**src/srnt_pkg.sv**
```systemverilog
// ----------------------------------------------------------------------------
// Sweep range nearest tracker: package
// Field widths, conversion constants, register indexes and shared types.
// ----------------------------------------------------------------------------
`timescale 1ns / 1ps

package srnt_pkg;

   localparam int ECHO_W     = 15;
   localparam int SLOT_W     = 7;
   localparam int SLOT_EXT_W = 8;
   localparam int ANGLE_W    = 8;
   localparam int DIST_W     = 15;
   localparam int SPEED_W    = 10;
   localparam int SUM_W      = 16;
   localparam int PROD_W     = 25;
   localparam int CSR_IDX_W  = 8;
   localparam int CSR_DATA_W = 15;
   localparam int OUT_NEAR   = 3;

   localparam logic [SPEED_W-1:0] SOUND_SPEED_RST = 10'd343;
   localparam logic [DIST_W-1:0]  NO_ECHO_RST     = 15'd4000;

   localparam logic [CSR_IDX_W-1:0] CSR_SOUND_SPEED   = 8'd0;
   localparam logic [CSR_IDX_W-1:0] CSR_NO_ECHO_DIST  = 8'd1;

   // floor(p / 2000) = floor((p >> 4) / 125); 1/125 ~ 2147484 / 2^28,
   // split into an upper and a lower 11-bit half.
   localparam logic [10:0] CONV_MUL_HI = 11'd1048;
   localparam logic [10:0] CONV_MUL_LO = 11'd1180;

   // floor(s / 3) = (s * 87382) >> 18 for every 16-bit s.
   localparam logic [16:0] DIV3_MUL = 17'd87382;

   localparam logic [1:0] READS_PER_GROUP = 2'd3;

   typedef struct packed {
      logic [SLOT_W-1:0]  slot;
      logic [ANGLE_W-1:0] angle;
   } tag_type;

   typedef struct packed {
      logic [ECHO_W-1:0] echo_us;
      tag_type           tag;
   } reading_type;

   typedef struct packed {
      logic [DIST_W-1:0] distance;
      tag_type           tag;
   } meas_type;

   typedef struct packed {
      logic [DIST_W-1:0]  distance;
      logic [ANGLE_W-1:0] angle;
   } entry_type;

   typedef struct packed {
      logic              en;
      logic [SLOT_W-1:0] slot;
   } rd_type;

   typedef struct packed {
      logic              en;
      logic [SLOT_W-1:0] slot;
      entry_type         entry;
   } wr_type;

endpackage

```
**src/srnt_if.sv**
```systemverilog
// ----------------------------------------------------------------------------
// Sweep range nearest tracker: channel interfaces
// Reading, result and register write channels with valid/ready handshake.
// ----------------------------------------------------------------------------
`timescale 1ns / 1ps

interface srnt_req_if;
   logic                          valid;
   logic                          ready;
   logic [srnt_pkg::ECHO_W-1:0]   echo_us;
   logic [srnt_pkg::SLOT_W-1:0]   slot;
   logic [srnt_pkg::ANGLE_W-1:0]  angle_deg;

   modport source (output valid, output echo_us, output slot, output angle_deg,
                   input ready);
   modport sink   (input valid, input echo_us, input slot, input angle_deg,
                   output ready);
endinterface

interface srnt_rsp_if;
   logic                          valid;
   logic                          ready;
   logic [srnt_pkg::DIST_W-1:0]   distance_mm;
   logic [srnt_pkg::ANGLE_W-1:0]  angle_out;
   logic [srnt_pkg::DIST_W-1:0]   slot_min_distance;
   logic [srnt_pkg::ANGLE_W-1:0]  slot_min_angle;
   logic [srnt_pkg::DIST_W-1:0]   near1_distance;
   logic [srnt_pkg::ANGLE_W-1:0]  near1_angle;
   logic [srnt_pkg::DIST_W-1:0]   near2_distance;
   logic [srnt_pkg::ANGLE_W-1:0]  near2_angle;
   logic [srnt_pkg::DIST_W-1:0]   near3_distance;
   logic [srnt_pkg::ANGLE_W-1:0]  near3_angle;

   modport source (output valid, output distance_mm, output angle_out,
                   output slot_min_distance, output slot_min_angle,
                   output near1_distance, output near1_angle,
                   output near2_distance, output near2_angle,
                   output near3_distance, output near3_angle,
                   input ready);
   modport sink   (input valid, input distance_mm, input angle_out,
                   input slot_min_distance, input slot_min_angle,
                   input near1_distance, input near1_angle,
                   input near2_distance, input near2_angle,
                   input near3_distance, input near3_angle,
                   output ready);
endinterface

interface srnt_csr_if;
   logic                             valid;
   logic                             ready;
   logic [srnt_pkg::CSR_IDX_W-1:0]   index;
   logic [srnt_pkg::CSR_DATA_W-1:0]  data;

   modport source (output valid, output index, output data, input ready);
   modport sink   (input valid, input index, input data, output ready);
endinterface

```
**src/sweep_range_nearest_tracker.sv**
```systemverilog
// ----------------------------------------------------------------------------
// Sweep range nearest tracker: top level
// Averages ultrasonic echo readings in groups of three, keeps a per-position
// minimum table and a sorted list of the nearest returns.
// ----------------------------------------------------------------------------
// The block takes one reading transaction per clock cycle while the result
// side does not stall, and delivers one result transaction for every third
// reading. The rate is set by the per-position minimum table, a memory with
// one read and one write port: each finished group reads its entry one stage
// ahead and writes it back one stage later, and the write that lands on the
// same edge as the next read is forwarded, so a group for the same position
// need not wait for the write-back of the one before it. The table has a
// valid bit per entry that reset clears at once, so no clearing pass is
// needed and readings are accepted right after reset. Stalls on the result
// side only back up the pipeline as far as it is full. Configuration writes
// are always accepted and must be issued while no reading is in flight.
// ----------------------------------------------------------------------------
`timescale 1ns / 1ps

module sweep_range_nearest_tracker #(
   parameter int POSITIONS = 65,
   parameter int NEAREST   = 3
) (
   input  logic        clock,
   input  logic        reset,
   srnt_req_if.sink    req_bus,
   srnt_rsp_if.source  rsp_bus,
   srnt_csr_if.sink    csr_bus
);

   localparam int DW = srnt_pkg::DIST_W;
   localparam int AW = srnt_pkg::ANGLE_W;

   logic [srnt_pkg::SPEED_W-1:0]  speed_ff;
   logic [DW-1:0]                 no_echo_ff;

   srnt_pkg::reading_type  req_item;
   srnt_pkg::meas_type     conv_item, avg_item;
   logic                   conv_valid, conv_ready;
   logic                   avg_valid, avg_ready;
   srnt_pkg::rd_type       mem_rd;
   srnt_pkg::wr_type       mem_wr;
   srnt_pkg::entry_type    cur;

   logic           fire, in_range, dist_nz, better;
   logic [DW-1:0]  meas_dist;
   logic [AW-1:0]  angle;
   logic [DW-1:0]  smin_d;
   logic [AW-1:0]  smin_a;

   logic [DW-1:0]  near_d_ff [NEAREST];
   logic [AW-1:0]  near_a_ff [NEAREST];
   logic [DW-1:0]  near_d_in [NEAREST];
   logic [AW-1:0]  near_a_in [NEAREST];
   logic [NEAREST-1:0] cond, pre;
   logic [DW-1:0]  rep_d [srnt_pkg::OUT_NEAR];
   logic [AW-1:0]  rep_a [srnt_pkg::OUT_NEAR];

   logic           rsp_valid_ff;
   logic [DW-1:0]  out_dist_ff, out_smin_d_ff;
   logic [AW-1:0]  out_angle_ff, out_smin_a_ff;
   logic [DW-1:0]  out_near_d_ff [srnt_pkg::OUT_NEAR];
   logic [AW-1:0]  out_near_a_ff [srnt_pkg::OUT_NEAR];

   // Register writes.
   assign csr_bus.ready = 1'b1;

   always_ff @(posedge clock) begin
      if (reset) begin
         speed_ff   <= srnt_pkg::SOUND_SPEED_RST;
         no_echo_ff <= srnt_pkg::NO_ECHO_RST;
      end else if (csr_bus.valid) begin
         case (csr_bus.index)
            srnt_pkg::CSR_SOUND_SPEED: begin
               speed_ff <= csr_bus.data[srnt_pkg::SPEED_W-1:0];
            end
            srnt_pkg::CSR_NO_ECHO_DIST: begin
               no_echo_ff <= csr_bus.data[DW-1:0];
            end
            default: begin
            end
         endcase
      end
   end

   assign req_item.echo_us   = req_bus.echo_us;
   assign req_item.tag.slot  = req_bus.slot;
   assign req_item.tag.angle = req_bus.angle_deg;

   srnt_conv u_conv (
      .clock       (clock),
      .reset       (reset),
      .sound_speed (speed_ff),
      .in_valid    (req_bus.valid),
      .in_ready    (req_bus.ready),
      .in_item     (req_item),
      .out_valid   (conv_valid),
      .out_ready   (conv_ready),
      .out_item    (conv_item)
   );

   srnt_avg u_avg (
      .clock            (clock),
      .reset            (reset),
      .no_echo_distance (no_echo_ff),
      .in_valid         (conv_valid),
      .in_ready         (conv_ready),
      .in_item          (conv_item),
      .rd               (mem_rd),
      .out_valid        (avg_valid),
      .out_ready        (avg_ready),
      .out_item         (avg_item)
   );

   srnt_minmem #(
      .POSITIONS (POSITIONS)
   ) u_minmem (
      .clock (clock),
      .reset (reset),
      .rd    (mem_rd),
      .wr    (mem_wr),
      .cur   (cur)
   );

   // Update stage: table write-back, nearest list insertion, result register.
   assign avg_ready = !rsp_valid_ff || rsp_bus.ready;
   assign fire      = avg_valid && avg_ready;
   assign meas_dist = avg_item.distance;
   assign angle     = avg_item.tag.angle;
   assign in_range  = 9'(avg_item.tag.slot) < 9'(POSITIONS);
   assign dist_nz   = (meas_dist != '0);
   assign better    = (cur.distance == '0) || (meas_dist < cur.distance);

   assign mem_wr.en             = fire && in_range && dist_nz && better;
   assign mem_wr.slot           = avg_item.tag.slot;
   assign mem_wr.entry.distance = meas_dist;
   assign mem_wr.entry.angle    = angle;

   always_comb begin
      if (!in_range) begin
         smin_d = '0;
         smin_a = '0;
      end else if (dist_nz && better) begin
         smin_d = meas_dist;
         smin_a = angle;
      end else begin
         smin_d = cur.distance;
         smin_a = cur.angle;
      end
   end

   // A nonzero new pair goes ahead of the first empty or strictly larger entry;
   // everything behind it moves down one place and the last one falls off.
   for (genvar i = 0; i < NEAREST; i++) begin : g_near
      assign cond[i] = (near_d_ff[i] == '0) || (meas_dist < near_d_ff[i]);
      if (i == 0) begin : g_head
         assign pre[i]       = cond[i];
         assign near_d_in[i] = (dist_nz && pre[i]) ? meas_dist : near_d_ff[i];
         assign near_a_in[i] = (dist_nz && pre[i]) ? angle     : near_a_ff[i];
      end else begin : g_tail
         assign pre[i]       = pre[i-1] | cond[i];
         assign near_d_in[i] = !(dist_nz && pre[i]) ? near_d_ff[i] :
                               (pre[i-1] ? near_d_ff[i-1] : meas_dist);
         assign near_a_in[i] = !(dist_nz && pre[i]) ? near_a_ff[i] :
                               (pre[i-1] ? near_a_ff[i-1] : angle);
      end
   end

   for (genvar k = 0; k < srnt_pkg::OUT_NEAR; k++) begin : g_rep
      if (k < NEAREST) begin : g_have
         assign rep_d[k] = near_d_in[k];
         assign rep_a[k] = near_a_in[k];
      end else begin : g_none
         assign rep_d[k] = '0;
         assign rep_a[k] = '0;
      end
   end

   always_ff @(posedge clock) begin
      if (reset) begin
         rsp_valid_ff <= 1'b0;
         for (int i = 0; i < NEAREST; i++) begin
            near_d_ff[i] <= '0;
            near_a_ff[i] <= '0;
         end
      end else begin
         if (avg_ready) rsp_valid_ff <= avg_valid;
         if (fire) begin
            for (int i = 0; i < NEAREST; i++) begin
               near_d_ff[i] <= near_d_in[i];
               near_a_ff[i] <= near_a_in[i];
            end
         end
      end
   end

   always_ff @(posedge clock) begin
      if (fire) begin
         out_dist_ff   <= meas_dist;
         out_angle_ff  <= angle;
         out_smin_d_ff <= smin_d;
         out_smin_a_ff <= smin_a;
         for (int k = 0; k < srnt_pkg::OUT_NEAR; k++) begin
            out_near_d_ff[k] <= rep_d[k];
            out_near_a_ff[k] <= rep_a[k];
         end
      end
   end

   assign rsp_bus.valid             = rsp_valid_ff;
   assign rsp_bus.distance_mm       = out_dist_ff;
   assign rsp_bus.angle_out         = out_angle_ff;
   assign rsp_bus.slot_min_distance = out_smin_d_ff;
   assign rsp_bus.slot_min_angle    = out_smin_a_ff;
   assign rsp_bus.near1_distance    = out_near_d_ff[0];
   assign rsp_bus.near1_angle       = out_near_a_ff[0];
   assign rsp_bus.near2_distance    = out_near_d_ff[1];
   assign rsp_bus.near2_angle       = out_near_a_ff[1];
   assign rsp_bus.near3_distance    = out_near_d_ff[2];
   assign rsp_bus.near3_angle       = out_near_a_ff[2];

endmodule

```
**src/srnt_conv.sv**
```systemverilog
// ----------------------------------------------------------------------------
// Sweep range nearest tracker: echo conversion pipeline
// Three stages: echo times sound speed, reciprocal partial products, and the
// sum that yields floor(echo_us * sound_speed / 2000).
// ----------------------------------------------------------------------------
`timescale 1ns / 1ps

module srnt_conv (
   input  logic                               clock,
   input  logic                               reset,
   input  logic [srnt_pkg::SPEED_W-1:0]       sound_speed,
   input  logic                               in_valid,
   output logic                               in_ready,
   input  srnt_pkg::reading_type              in_item,
   output logic                               out_valid,
   input  logic                               out_ready,
   output srnt_pkg::meas_type                 out_item
);

   logic                            v1_ff, v2_ff, v3_ff;
   logic                            rdy1, rdy2, rdy3;
   logic [srnt_pkg::PROD_W-1:0]     prod_ff;
   srnt_pkg::tag_type               tag1_ff, tag2_ff;
   logic [31:0]                     part_lo_ff, part_hi_ff;
   logic [20:0]                     scaled;
   logic [42:0]                     recip_sum;
   srnt_pkg::meas_type              out_ff;

   assign rdy3     = !v3_ff || out_ready;
   assign rdy2     = !v2_ff || rdy3;
   assign rdy1     = !v1_ff || rdy2;
   assign in_ready = rdy1;

   // Dropping the low four bits turns the division by 2000 into one by 125.
   assign scaled    = prod_ff[srnt_pkg::PROD_W-1:4];
   assign recip_sum = {part_hi_ff, 11'b0} + 43'(part_lo_ff);

   always_ff @(posedge clock) begin
      if (reset) begin
         v1_ff <= 1'b0;
         v2_ff <= 1'b0;
         v3_ff <= 1'b0;
      end else begin
         if (rdy1) v1_ff <= in_valid;
         if (rdy2) v2_ff <= v1_ff;
         if (rdy3) v3_ff <= v2_ff;
      end
   end

   always_ff @(posedge clock) begin
      if (rdy1 && in_valid) begin
         prod_ff <= srnt_pkg::PROD_W'(in_item.echo_us) * srnt_pkg::PROD_W'(sound_speed);
         tag1_ff <= in_item.tag;
      end
      if (rdy2 && v1_ff) begin
         part_lo_ff <= 32'(scaled) * 32'(srnt_pkg::CONV_MUL_LO);
         part_hi_ff <= 32'(scaled) * 32'(srnt_pkg::CONV_MUL_HI);
         tag2_ff    <= tag1_ff;
      end
      if (rdy3 && v2_ff) begin
         out_ff.distance <= recip_sum[42:28];
         out_ff.tag      <= tag2_ff;
      end
   end

   assign out_valid = v3_ff;
   assign out_item  = out_ff;

endmodule

```
**src/srnt_avg.sv**
```systemverilog
// ----------------------------------------------------------------------------
// Sweep range nearest tracker: group averaging
// Sums three converted readings, divides the group sum by three and applies
// the no-echo substitution. Issues the table read for each finished group.
// ----------------------------------------------------------------------------
`timescale 1ns / 1ps

module srnt_avg (
   input  logic                               clock,
   input  logic                               reset,
   input  logic [srnt_pkg::DIST_W-1:0]        no_echo_distance,
   input  logic                               in_valid,
   output logic                               in_ready,
   input  srnt_pkg::meas_type                 in_item,
   output srnt_pkg::rd_type                   rd,
   output logic                               out_valid,
   input  logic                               out_ready,
   output srnt_pkg::meas_type                 out_item
);

   logic [1:0]                    cnt_ff;
   logic [srnt_pkg::SUM_W-1:0]    sum_ff;
   logic [srnt_pkg::SUM_W-1:0]    sum_in;
   logic                          v4_ff, v5_ff;
   logic                          rdy4, rdy5;
   logic                          in_fire, group_done;
   logic [srnt_pkg::SUM_W-1:0]    group_sum_ff;
   srnt_pkg::tag_type             tag4_ff, tag5_ff;
   logic [32:0]                   div_prod_ff;
   logic [srnt_pkg::DIST_W-1:0]   quotient;

   assign rdy5       = !v5_ff || out_ready;
   assign rdy4       = !v4_ff || rdy5;
   assign in_ready   = rdy4;
   assign in_fire    = in_valid && rdy4;
   assign group_done = (cnt_ff == srnt_pkg::READS_PER_GROUP - 2'd1);
   assign sum_in     = sum_ff + srnt_pkg::SUM_W'(in_item.distance);

   always_ff @(posedge clock) begin
      if (reset) begin
         cnt_ff <= 2'd0;
         sum_ff <= '0;
         v4_ff  <= 1'b0;
         v5_ff  <= 1'b0;
      end else begin
         if (in_fire) begin
            if (group_done) begin
               cnt_ff <= 2'd0;
               sum_ff <= '0;
            end else begin
               cnt_ff <= cnt_ff + 2'd1;
               sum_ff <= sum_in;
            end
         end
         // The first two readings of a group leave a bubble behind.
         if (rdy4) v4_ff <= in_fire && group_done;
         if (rdy5) v5_ff <= v4_ff;
      end
   end

   always_ff @(posedge clock) begin
      if (in_fire && group_done) begin
         group_sum_ff <= sum_in;
         tag4_ff      <= in_item.tag;
      end
      if (rdy5 && v4_ff) begin
         div_prod_ff <= 33'(group_sum_ff) * 33'(srnt_pkg::DIV3_MUL);
         tag5_ff     <= tag4_ff;
      end
   end

   assign rd.en   = rdy5 && v4_ff;
   assign rd.slot = tag4_ff.slot;

   assign quotient          = div_prod_ff[32:18];
   assign out_valid         = v5_ff;
   assign out_item.distance = (quotient == '0) ? no_echo_distance : quotient;
   assign out_item.tag      = tag5_ff;

endmodule

```
**src/srnt_minmem.sv**
```systemverilog
// ----------------------------------------------------------------------------
// Sweep range nearest tracker: per-position minimum table
// One-read, one-write memory of (distance, angle) entries with a valid bit
// per entry and forwarding of the write that coincides with a read.
// ----------------------------------------------------------------------------
`timescale 1ns / 1ps

module srnt_minmem #(
   parameter int POSITIONS = 65
) (
   input  logic                  clock,
   input  logic                  reset,
   input  srnt_pkg::rd_type      rd,
   input  srnt_pkg::wr_type      wr,
   output srnt_pkg::entry_type   cur
);

   localparam int IDX_W = $clog2(POSITIONS);

   srnt_pkg::entry_type                  mem [POSITIONS];
   logic [POSITIONS-1:0]                 vld_ff;
   srnt_pkg::entry_type                  rdata_ff;
   logic                                 rvld_ff;
   logic                                 fwd_hit_ff;
   srnt_pkg::entry_type                  fwd_entry_ff;
   logic [srnt_pkg::SLOT_EXT_W-1:0]      rd_ext, wr_ext;
   logic [IDX_W-1:0]                     ridx, widx;

   assign rd_ext = srnt_pkg::SLOT_EXT_W'(rd.slot);
   assign wr_ext = srnt_pkg::SLOT_EXT_W'(wr.slot);
   assign ridx   = rd_ext[IDX_W-1:0];
   assign widx   = wr_ext[IDX_W-1:0];

   always_ff @(posedge clock) begin
      if (wr.en) mem[widx] <= wr.entry;
      if (rd.en) rdata_ff <= mem[ridx];
      if (rd.en) fwd_entry_ff <= wr.entry;
   end

   always_ff @(posedge clock) begin
      if (reset) begin
         vld_ff     <= '0;
         rvld_ff    <= 1'b0;
         fwd_hit_ff <= 1'b0;
      end else begin
         if (wr.en) vld_ff[widx] <= 1'b1;
         if (rd.en) begin
            rvld_ff    <= vld_ff[ridx];
            // A write at the same edge as the read is not seen by the read.
            fwd_hit_ff <= wr.en && (wr.slot == rd.slot);
         end
      end
   end

   always_comb begin
      if (fwd_hit_ff) begin
         cur = fwd_entry_ff;
      end else if (rvld_ff) begin
         cur = rdata_ff;
      end else begin
         cur = '0;
      end
   end

endmodule

```
**src/flat_wrapper.sv**
```systemverilog
// flat-port wrapper written by rule: the top's interface ports become plain ports
module sweep_range_nearest_tracker_flat 
#(
   parameter int POSITIONS = 65,
   parameter int NEAREST   = 3
)
  (clock, reset, req_bus_valid, req_bus_echo_us, req_bus_slot, req_bus_angle_deg, req_bus_ready, rsp_bus_valid, rsp_bus_distance_mm, rsp_bus_angle_out, rsp_bus_slot_min_distance, rsp_bus_slot_min_angle, rsp_bus_near1_distance, rsp_bus_near1_angle, rsp_bus_near2_distance, rsp_bus_near2_angle, rsp_bus_near3_distance, rsp_bus_near3_angle, rsp_bus_ready, csr_bus_valid, csr_bus_index, csr_bus_data, csr_bus_ready);
  srnt_req_if req_bus_i ();
  srnt_rsp_if rsp_bus_i ();
  srnt_csr_if csr_bus_i ();
  input  logic clock;
  input  logic reset;
  input wire logic [$bits(req_bus_i.valid)-1:0] req_bus_valid;
  input wire logic [$bits(req_bus_i.echo_us)-1:0] req_bus_echo_us;
  input wire logic [$bits(req_bus_i.slot)-1:0] req_bus_slot;
  input wire logic [$bits(req_bus_i.angle_deg)-1:0] req_bus_angle_deg;
  output wire logic [$bits(req_bus_i.ready)-1:0] req_bus_ready;
  output wire logic [$bits(rsp_bus_i.valid)-1:0] rsp_bus_valid;
  output wire logic [$bits(rsp_bus_i.distance_mm)-1:0] rsp_bus_distance_mm;
  output wire logic [$bits(rsp_bus_i.angle_out)-1:0] rsp_bus_angle_out;
  output wire logic [$bits(rsp_bus_i.slot_min_distance)-1:0] rsp_bus_slot_min_distance;
  output wire logic [$bits(rsp_bus_i.slot_min_angle)-1:0] rsp_bus_slot_min_angle;
  output wire logic [$bits(rsp_bus_i.near1_distance)-1:0] rsp_bus_near1_distance;
  output wire logic [$bits(rsp_bus_i.near1_angle)-1:0] rsp_bus_near1_angle;
  output wire logic [$bits(rsp_bus_i.near2_distance)-1:0] rsp_bus_near2_distance;
  output wire logic [$bits(rsp_bus_i.near2_angle)-1:0] rsp_bus_near2_angle;
  output wire logic [$bits(rsp_bus_i.near3_distance)-1:0] rsp_bus_near3_distance;
  output wire logic [$bits(rsp_bus_i.near3_angle)-1:0] rsp_bus_near3_angle;
  input wire logic [$bits(rsp_bus_i.ready)-1:0] rsp_bus_ready;
  input wire logic [$bits(csr_bus_i.valid)-1:0] csr_bus_valid;
  input wire logic [$bits(csr_bus_i.index)-1:0] csr_bus_index;
  input wire logic [$bits(csr_bus_i.data)-1:0] csr_bus_data;
  output wire logic [$bits(csr_bus_i.ready)-1:0] csr_bus_ready;
  assign req_bus_i.valid = req_bus_valid;
  assign req_bus_i.echo_us = req_bus_echo_us;
  assign req_bus_i.slot = req_bus_slot;
  assign req_bus_i.angle_deg = req_bus_angle_deg;
  assign req_bus_ready = req_bus_i.ready;
  assign rsp_bus_valid = rsp_bus_i.valid;
  assign rsp_bus_distance_mm = rsp_bus_i.distance_mm;
  assign rsp_bus_angle_out = rsp_bus_i.angle_out;
  assign rsp_bus_slot_min_distance = rsp_bus_i.slot_min_distance;
  assign rsp_bus_slot_min_angle = rsp_bus_i.slot_min_angle;
  assign rsp_bus_near1_distance = rsp_bus_i.near1_distance;
  assign rsp_bus_near1_angle = rsp_bus_i.near1_angle;
  assign rsp_bus_near2_distance = rsp_bus_i.near2_distance;
  assign rsp_bus_near2_angle = rsp_bus_i.near2_angle;
  assign rsp_bus_near3_distance = rsp_bus_i.near3_distance;
  assign rsp_bus_near3_angle = rsp_bus_i.near3_angle;
  assign rsp_bus_i.ready = rsp_bus_ready;
  assign csr_bus_i.valid = csr_bus_valid;
  assign csr_bus_i.index = csr_bus_index;
  assign csr_bus_i.data = csr_bus_data;
  assign csr_bus_ready = csr_bus_i.ready;
  sweep_range_nearest_tracker #(.POSITIONS(POSITIONS), .NEAREST(NEAREST)) u_core (.clock(clock), .reset(reset), .req_bus(req_bus_i), .rsp_bus(rsp_bus_i), .csr_bus(csr_bus_i));
endmodule
```
**config.mk**
```make
export PLATFORM = sky130hd
export DESIGN_NAME = sweep_range_nearest_tracker_flat
export DESIGN_NICKNAME = d
export VERILOG_FILES = /design/src/srnt_pkg.sv /design/src/srnt_if.sv /design/src/sweep_range_nearest_tracker.sv /design/src/srnt_conv.sv /design/src/srnt_avg.sv /design/src/srnt_minmem.sv /design/src/flat_wrapper.sv
export SDC_FILE = /design/constraint.sdc
export NUM_CORES = 2
export LEC_CHECK = 0
export BUFFER_PORTS_ARGS = -buffer_cell sky130_fd_sc_hd__buf_2
export CORE_ASPECT_RATIO = 2
export CORE_MARGIN = 3
export CORE_UTILIZATION = 45
export DETAILED_ROUTE_END_ITERATION = 10
export GPL_TIMING_DRIVEN = 0
export HOLD_SLACK_MARGIN = 0.03
export REMOVE_ABC_BUFFERS = 1
export SLEW_MARGIN = 0
export SYNTH_ARGS = -nofsm -noshare
export SYNTH_HDL_FRONTEND = slang
export SYNTH_HIERARCHICAL = 1
export SYNTH_SLANG_ARGS = --single-unit
export TNS_END_PERCENT = 5
```
**constraint.sdc**
```tcl
create_clock -name clock -period 8.4 [get_ports clock]
set_input_delay 1.68 -clock clock [delete_from_list [all_inputs] [get_ports clock]]
set_output_delay 1.68 -clock clock [all_outputs]
set_load 0.02 [all_outputs]
```
==> flow_summary.ini <==
[worst_setup_path]
cp_num_buf_inv = 2
worstPathArrival_ns = 7.38
cp.required_ns = 8.91
worst_setup_path_start_kind = register
worstRegToRegCells = 15
rr_endpoint = u_core/u_minmem/mem[15][2]
crit_type = register to register
slowest_delay_ns = 0.87
crit_path_top_delay_cell = nor2_4
setup.worst_path.end = u_core/u_minmem/mem[15][2]
critPathCaptureType = register
crit_cells = 15
rrSetupSlack_ns = 1.53
cp_cell_sequence = nor4_1, and4_1, a21o_4, buf_16, ha_1, a21o_1, a21o_1, a21oi_1, o21ai_0, a21oi_1, o21a_2, and3_1, nand3_1, nor2_4, buf_16
r2r_start = u_core/u_avg/div_prod_ff[18]
critPathTopFamily = simple AND/OR/NAND/NOR gates
crit_path_max_fanout = 75
critPathLaunch = u_core/u_avg/div_prod_ff[18]

[power_and_ir_drop]
powerDensity_nw_per_um2 = 287
p_leak_nw = 39.4
irDropWorstVdd_uv = 643

[drt]
ant_nets = 0
dr.pass1.iters = 7
drt_iter0_drc = 4003
routedWlPerCell_um = 28.4
vias = 53100
drc = 0
wl_um = 258000
via_per_inst = 5.83

[hold_path]
holdCritPathClass = register to register

[place]
gp_congestion = 0.940
port_buffers = 174
placed_cells = 8796
placed_area_um2 = 104000
dpl.hpwl_um = 184000

[status]
status = finished with violations
violations = capacitance limit, slew limit

[global_route]
overflow = 0
grt_max_degree = 77
grt_usage = 0.242
antenna_found_initial = 7
grt_pass1_wl_um = 379000
grt_pass1_vias = 57000

[sta]
finalSetupViolCount = 0
max_slew_margin = -0.00578
whs_ns = 0.413
report.final.slew_viol_count = 2
max_freq_mhz = 146
period_minus_slack_ns = 6.87
worst_pin_slew_ns = 1.50
rsz0062_at_grt = no
hold_viol = 0
period_share = 0.818
finalClockSkew_ns = 0.0608
setup-tns-final_ns = 0

[synthesis]
synth_ff_type = edfxtp_1
ys_async_sr_fraction = 0
synth_cell_types = 97
synth_seq_area_share = 0.630
avgSynthCellArea_um2 = 16.1
syn-cell-area_um2 = 94900
syn_inst = 5910
synth_edf_count = 1914
ys_warn_count = 6
ys_ff_latch = 2030

[cts]
cts_sinks = 2030
numCtsBuffers = 178
cts_resized = 0
cts-root-buf = clkbuf_16
h-tree-depth = 4
cts_hold_buf = 0
clk_pin_slew_ns = 0.07
clk_latency_ns = 0.83
cts_tree = built
post-cts-setup-buffer-count = 0
cts_buffer_depth = 4

[cells_and_area]
layout_commonest_cell = edfxtp_1
drive_above_1_share = 0.194
final_area_um2 = 110000
area_growth_pct = 15.7
fin_nets = 6947
post-route-util = 0.525
most-common-layout-cells = edfxtp_1 (1914), inv_1 (482), ha_1 (413)
stdcell_count = 9113
n_fill_cell = 16700

[die]
initial_core_util = 0.454
die_h_um = 655
pin_count = 176
fp-row-count = 237
die_width_um = 331
die-area_um2 = 217000
core_um2 = 209000

[flow_run]
cap_viol_max_count = 2
==> state kept, by name, indices dropped and copies added (netlist names), 16 cells and up <==
name / count
u_core/u_minmem/mem: 1495
u_core/u_minmem/vld_ff: 65
u_core/near_d_ff: 45
u_core/out_near_d_ff: 45
u_core/u_conv/out_item: 30
u_core/u_conv/part_hi_ff: 29
u_core/near_a_ff: 24
u_core/out_near_a_ff: 24
u_core/u_minmem/fwd_entry_ff: 23
u_core/u_minmem/rdata_ff: 23
u_core/u_conv/prod_ff: 21
u_core/u_conv/part_lo_ff: 18
u_core/u_avg/group_sum_ff: 16
u_core/u_avg/sum_ff: 16
==> cell usage after synthesis (19+ instances only) <==
cell type / instances / share of area
a211oi_1: 54 / 0.0043
a21o_1: 73 / 0.0058
a21oi_1: 215 / 0.011
a22o_1: 30 / 0.0028
a31oi_1: 37 / 0.0024
and2_1: 88 / 0.0058
buf_2: 45 / 0.0024
buf_4: 42 / 0.0033
clkbuf_1: 136 / 0.0054
dfxtp_1: 116 / 0.024
edfxtp_1: 1914 / 0.61
fa_1: 247 / 0.052
ha_1: 413 / 0.054
inv_1: 483 / 0.019
mux2_2: 41 / 0.0049
mux2i_1: 196 / 0.021
mux4_2: 391 / 0.093
nand2_1: 286 / 0.011
nand3_1: 51 / 0.0027
nand4_1: 28 / 0.0018
nor2_1: 353 / 0.014
nor2b_1: 53 / 0.0035
nor3_1: 20 / 0.0011
nor4_1: 24 / 0.0016
o211ai_1: 25 / 0.0020
o21ai_0: 82 / 0.0043
o21ai_1: 27 / 0.0014
o22ai_1: 63 / 0.0042
o311ai_1: 19 / 0.0018
xnor2_1: 71 / 0.0066
xor2_1: 34 / 0.0031
==> routing by layer <==
layer | track usage | up-vias | part of all wire
met5 | 0 | - | 0.000043
met4 | 0.161 | 2 | 0.080
met3 | 0.0265 | 615 | 0.041
met2 | 0.455 | 1617 | 0.55
met1 | 0.249 | 27800 | 0.33
li1 | - | 23100 | -
==> cells by family (layout without fill, tap and decap cells) <==
family                     Yosys count  after routing  synth area share
other                                1              6         0.0000395
adders and majority gates          660            660             0.107
muxes                              637            637             0.119
and+or+nand+nor                    982            982            0.0479
buffers and inverters              736           1186            0.0327
AOI/OAI and AO/OA                  759            759            0.0533
DFF                               2030           2030             0.630
xor gates and xnor gates           105            105           0.00969
==> stage by stage <==
step	power (mW)	setup slack [ns]
2_1_floorplan	20.4	-7.44
3_3_place_gp	23.2	-16.17
3_5_place_dp	23.3	0.947
4_1_cts	31.8	1.48
5_1_grt	33.6	1.19
6_report	31.5	1.53
==> worst min-delay path by stage <==
| stage | end | slack (ns) | start | cells after the start |
|---|---|---|---|---|
| after floorplan | u_core/u_avg/out_item[0] | 0.40 | u_core/u_avg/tag4_ff[0] | 0 |
| after global placement | u_core/u_avg/rd[0] | 0.40 | u_core/u_conv/out_item[8] | 0 |
| after detailed placement | u_core/u_avg/out_item[6] | 0.40 | u_core/u_avg/tag4_ff[6] | 0 |
| after CTS | u_core/u_avg/out_item[6] | 0.41 | u_core/u_avg/tag4_ff[6] | 0 |
| after global routing | u_core/u_avg/rd[2] | 0.42 | u_core/u_conv/out_item[10] | 0 |
| final | u_core/u_avg/out_item[6] | 0.41 | u_core/u_avg/tag4_ff[6] | 0 |
==> report_power, final <==
part	internal, mW	total (mW)	switching [mW]
combinational	4.61	11.1	6.45
clock	4.73	8.38	3.65
sequential	11.7	12.0	0.298
==> layout make-up <==
class	instances	area [um2]	area share
Clock inverter	101	1190	0.0108
Timing Repair Buffer	391	6120	0.0557
Antenna cell	5	12.5	0.000114
Sequential cell	2030	59800	0.545
Tap cell	2748	3440	0.0313
Inverter	484	1820	0.0166
Clock buffer	210	4650	0.0423
Multi-Input combinational cell	3144	32700	0.298
Power figures use the tool's default switching activity.
